===== src/design/fpa_pkg.sv =====
// package for the q24.8 fixed-point alu: operation codes, flag bundle, defaults
// no dependencies
`timescale 1ns / 1ps

package fpa_pkg;

	localparam int DATA_WIDTH_DEF    = 32;
	localparam int FRACTION_BITS_DEF = 8;
	// quotient bits resolved by one divider stage
	localparam int DIV_STEP          = 4;

	typedef enum logic [3:0] {
		OP_ADD      = 4'd0,
		OP_SUB      = 4'd1,
		OP_MUL      = 4'd2,
		OP_DIV      = 4'd3,
		OP_INC      = 4'd4,
		OP_DEC      = 4'd5,
		OP_MIN      = 4'd6,
		OP_MAX      = 4'd7,
		OP_FROM_INT = 4'd8,
		OP_TO_INT   = 4'd9
	} op_t;

	typedef struct packed {
		logic gt;
		logic lt;
		logic eq;
		logic neg;
		logic dz;
	} flags_t;

endpackage


===== src/design/fpa_mul.sv =====
// fixed-point multiplier: product register, scaling register, then alignment delay
// depends on fpa_pkg
`timescale 1ns / 1ps

module fpa_mul #(
	parameter int W   = fpa_pkg::DATA_WIDTH_DEF,
	parameter int F   = fpa_pkg::FRACTION_BITS_DEF,
	parameter int LAT = 10
) (
	input  logic                clk,
	input  logic                en,
	input  logic signed [W-1:0] a,
	input  logic signed [W-1:0] b,
	output logic [W-1:0]        res
);
	import fpa_pkg::*;

	logic signed [2*W-1:0] prod_s2;
	logic [W-1:0]          res_q [0:LAT-2];

	always_ff @(posedge clk) begin
		if (en) begin
			prod_s2  <= a * b;
			// arithmetic shift of the full product, floor rounding
			res_q[0] <= prod_s2[F+W-1:F];
			for (int i = 1; i < LAT - 1; i++) begin
				res_q[i] <= res_q[i-1];
			end
		end
	end

	assign res = res_q[LAT-2];

endmodule


===== config.mk =====
export PLATFORM = sky130hd
export DESIGN_NAME = fpa_mul
export DESIGN_NICKNAME = d
export VERILOG_FILES = /design/src/design/fpa_pkg.sv /design/src/design/fpa_mul.sv
export SDC_FILE = /design/constraint.sdc
export NUM_CORES = 2
export LEC_CHECK = 0
export ABC_AREA = 1
export BUFFER_PORTS_ARGS = -buffer_cell sky130_fd_sc_hd__buf_2
export CORE_UTILIZATION = 40
export DETAILED_ROUTE_END_ITERATION = 12
export PLACE_DENSITY = 0.53
export SYNTH_ARGS = -nofsm -noshare
export SYNTH_HDL_FRONTEND = slang
export SYNTH_SLANG_ARGS = --single-unit
export TNS_END_PERCENT = 30

===== constraint.sdc =====
create_clock -name clk -period 17.3 [get_ports clk]
set_input_delay 0 -clock clk [delete_from_list [all_inputs] [get_ports clk]]
set_output_delay 0 -clock clk [all_outputs]
set_load 0.05 [all_outputs]

==> results.toml <==
[clock_network]
cts-root-to-sink-buffers = 3
cts_num_sinks = 320
tritoncts.num_buffers = 27
worst_setup_hold_path_clk_slew_ps = 70
cts_hold_buf = 0
cts.root.buffer_cell = "clkbuf_16"
cts_max_level = 1
cts_resized = 0
cts_tree = "done"
clock_latency_ps = 530
postCtsSetupBuffers = 0

[grt]
antenna_found_initial = 1
global_route.overflow_total = 0
first_global_vias = 23500
grt_first_pass_wirelength_mm = 131
pin_count_of_the_biggest_net_entering_global_routing = 97
groute.usage.overall_pct = 19.7

[final_layout]
layoutNonFillerInstCount = 4805
drive_gt1_share_pct = 4.51
area_delta_synth_final_pct = 6.59
fin_nets = 4505
antenna-diode-count = 0

[logic_synthesis]
yosysMostFrequentCell = "inv_1"
post_synth_most_frequent_cells = "inv_1, nand2_1, fa_1, edfxtp_1, ha_1"
synthCells = 3653
synth.yosys.seq_area_share_pct = 27.8
post_synth_num_cell_types = 40
area_contributors_post_synth = "fa_1, edfxtp_1, inv_1"
synth.cell_area_sq_um = 34500
syn_avg_cell_area_sq_um = 9.45
synthArstFlopShare_pct = 0
synth_top_cell_by_area = "fa_1"
synth-edff-count = 320
ys_seq_elements = 320
synth-main-ff-cell = "edfxtp_1"
area_share_of_the_leading_cell_type_in_the_synthesized_netlist_pct = 37.2
synth.net_count = 4516
yosys_warnings = 0

[setup_path]
crit_path_end_kind = "flip-flop"
critPathMaxFanout = 32
cp_slowest_stage_delay_ps = 680
criticalPathCategory = "primary input to flip-flop"
cp_data_arrival_time_ps = 7250
worstSetupStartpointType = "primary input"
master_of_the_slowest_instance_on_the_critical_path = "buf_2"
timing.critical_path.cells = "buf_2, nand2_1, fa_1, fa_1, fa_1, fa_1, inv_1, fa_1, inv_1, fa_1, fa_1, fa_1, inv_1, ha_1, a21oi_1, o21a_1, a21boi_0, nand2_1, a21oi_1, o21ai_1, xor2_1"
cp_num_buf_inv = 4
cp_common_cell = "fa_1"
worstPathRequired_ps = 17580
cell_family_with_the_largest_share_of_critical_path_delay = "adder cells"

[floorplanning]
pin_count = 98
floorplan.core_area_sq_um = 85300
dieArea_sq_um = 87500
starting_utilization_of_the_core_area_pct = 40.5
std_cell_rows = 107
height_of_the_die_um = 296
die_w_um = 296

[sta]
period_minus_slack_ps = 6970
finalClockSkew_ps = 6.00
worst_hold_slack_ps = -10.3
worstMarginPinSlew_ps = 1100
timing.max_slew.rel_slack_pct = 26.5
number_of_pins_with_negative_max_slew_slack_in_the_final_report = 0
final-hold-violation-count = 5
timing.setup.tns_ps = 0
final-setup-viol-count = 0
rsz0062_at_grt = "false"
max_freq_mhz = 143
finalCritPeriodShare_pct = 40.3

[placed_design]
global_placer_s_final_weighted_congestion = 0.898
io_buffer_count = 97
numPlacedInstances = 4757
hpwlAfterDp_mm = 62.2

[outcome]
failed_checks = "hold timing"
status = "finished with violations"

[run]
cap_viol_max_count = 0

[routing]
route.detailed.drc = 0
drt-vias-per-instance = 4.61
detailedRoute.firstIterationViolations = 1201
postRouteWirelength_mm = 82.0
drt_pass1_iterations = 6
dr_total_vias = 22100
routedWlPerCell_um = 17.1
antenna_violation_net_count_after_detailed_routing = 0

[min_path]
tightest_hold_check_type = "primary input to flip-flop"
==> area by class of cell <==
cell class | instances | area [sq um]
Clock buffer | 32 | 694
Multi-Input combinational cell | 1982 | 19800
Sequential cell | 320 | 9610
Tap cell | 1144 | 1430
Timing Repair Buffer | 106 | 563
Fill cell | 8416 | 48500
Inverter | 1205 | 4520
Clock inverter | 16 | 165
==> registers in the layout, summed over array words and instances (netlist names) <==
| register | count |
|---|---|
| prod_s2 | 32 |
| res_q | 288 |
==> cells by family after synthesis <==
kind of cell,share of synthesized area [%]
AO/OA/AOI/OAI,1.70
AND/OR/NAND/NOR,11.9
XOR/XNOR,0.989
buffers and inverters,14.8
flip-flops,27.8
adder cells (fa/ha/maj),42.8
==> path summary, 6_finish.rpt <==
| kind | to | startpoint | depth (start not counted) | slack (ps) |
|---|---|---|---|---|
| min | res_q[0][4] | en | 1 | -10 |
| max | prod_s2[27] | b[5] | 21 | 10330 |
| max reg2reg | res_q[0][29] | prod_s2[37] | 0 | 16630 |
| min reg2reg | res_q[1][106] | res_q[1][74] | 0 | 410 |
==> per-layer routing <==
metal | part of all wire [%] | global-route usage, % | wire length [um] | up-vias
li1 | - | - | - | 10300
met1 | 43 | 26.5 | 35500 | 11200
met2 | 50 | 34.3 | 40600 | 507
met3 | 4.4 | 1.30 | 3620 | 97
met4 | 2.7 | 5.35 | 2220 | 0
met5 | 0 | 0 | 0 | -
==> cells in the final DEF, fill, tap and decap left out, types with 2 or more instances in the layout <==
cell type / n
inv_1: 1204
nand2_1: 914
fa_1: 642
edfxtp_1: 320
ha_1: 155
buf_2: 96
nand3_1: 46
nor2_1: 44
a21oi_1: 44
clkbuf_16: 27
o21ai_0: 26
xor2_1: 25
xnor2_1: 14
nand3b_1: 10
o21a_1: 10
buf_4: 9
nand2_2: 6
or2_2: 6
nor3_1: 6
nand4_1: 5
a21o_1: 5
a31oi_1: 5
clkbuf_1: 5
clkinv_1: 5
clkinv_2: 4
nor2_2: 3
bufinv_16: 3
nor4_1: 2
a21boi_0: 2
inv_6: 2
==> metrics by stage <==
stage / cell area (sq um) / setup WS (ps) / util, %
floorplan: 34500 / 11060 / -
global placement: 36000 / 9820 / 42.2
detailed placement: 36000 / 9810 / 42.2
CTS: 36800 / 10390 / 43.2
global route: 36800 / 10030 / 43.2
finish: 36800 / 10330 / 43.2
Power is not shown: default switching activity piles up to over one toggle a cycle in this logic, so the estimate is an artifact.
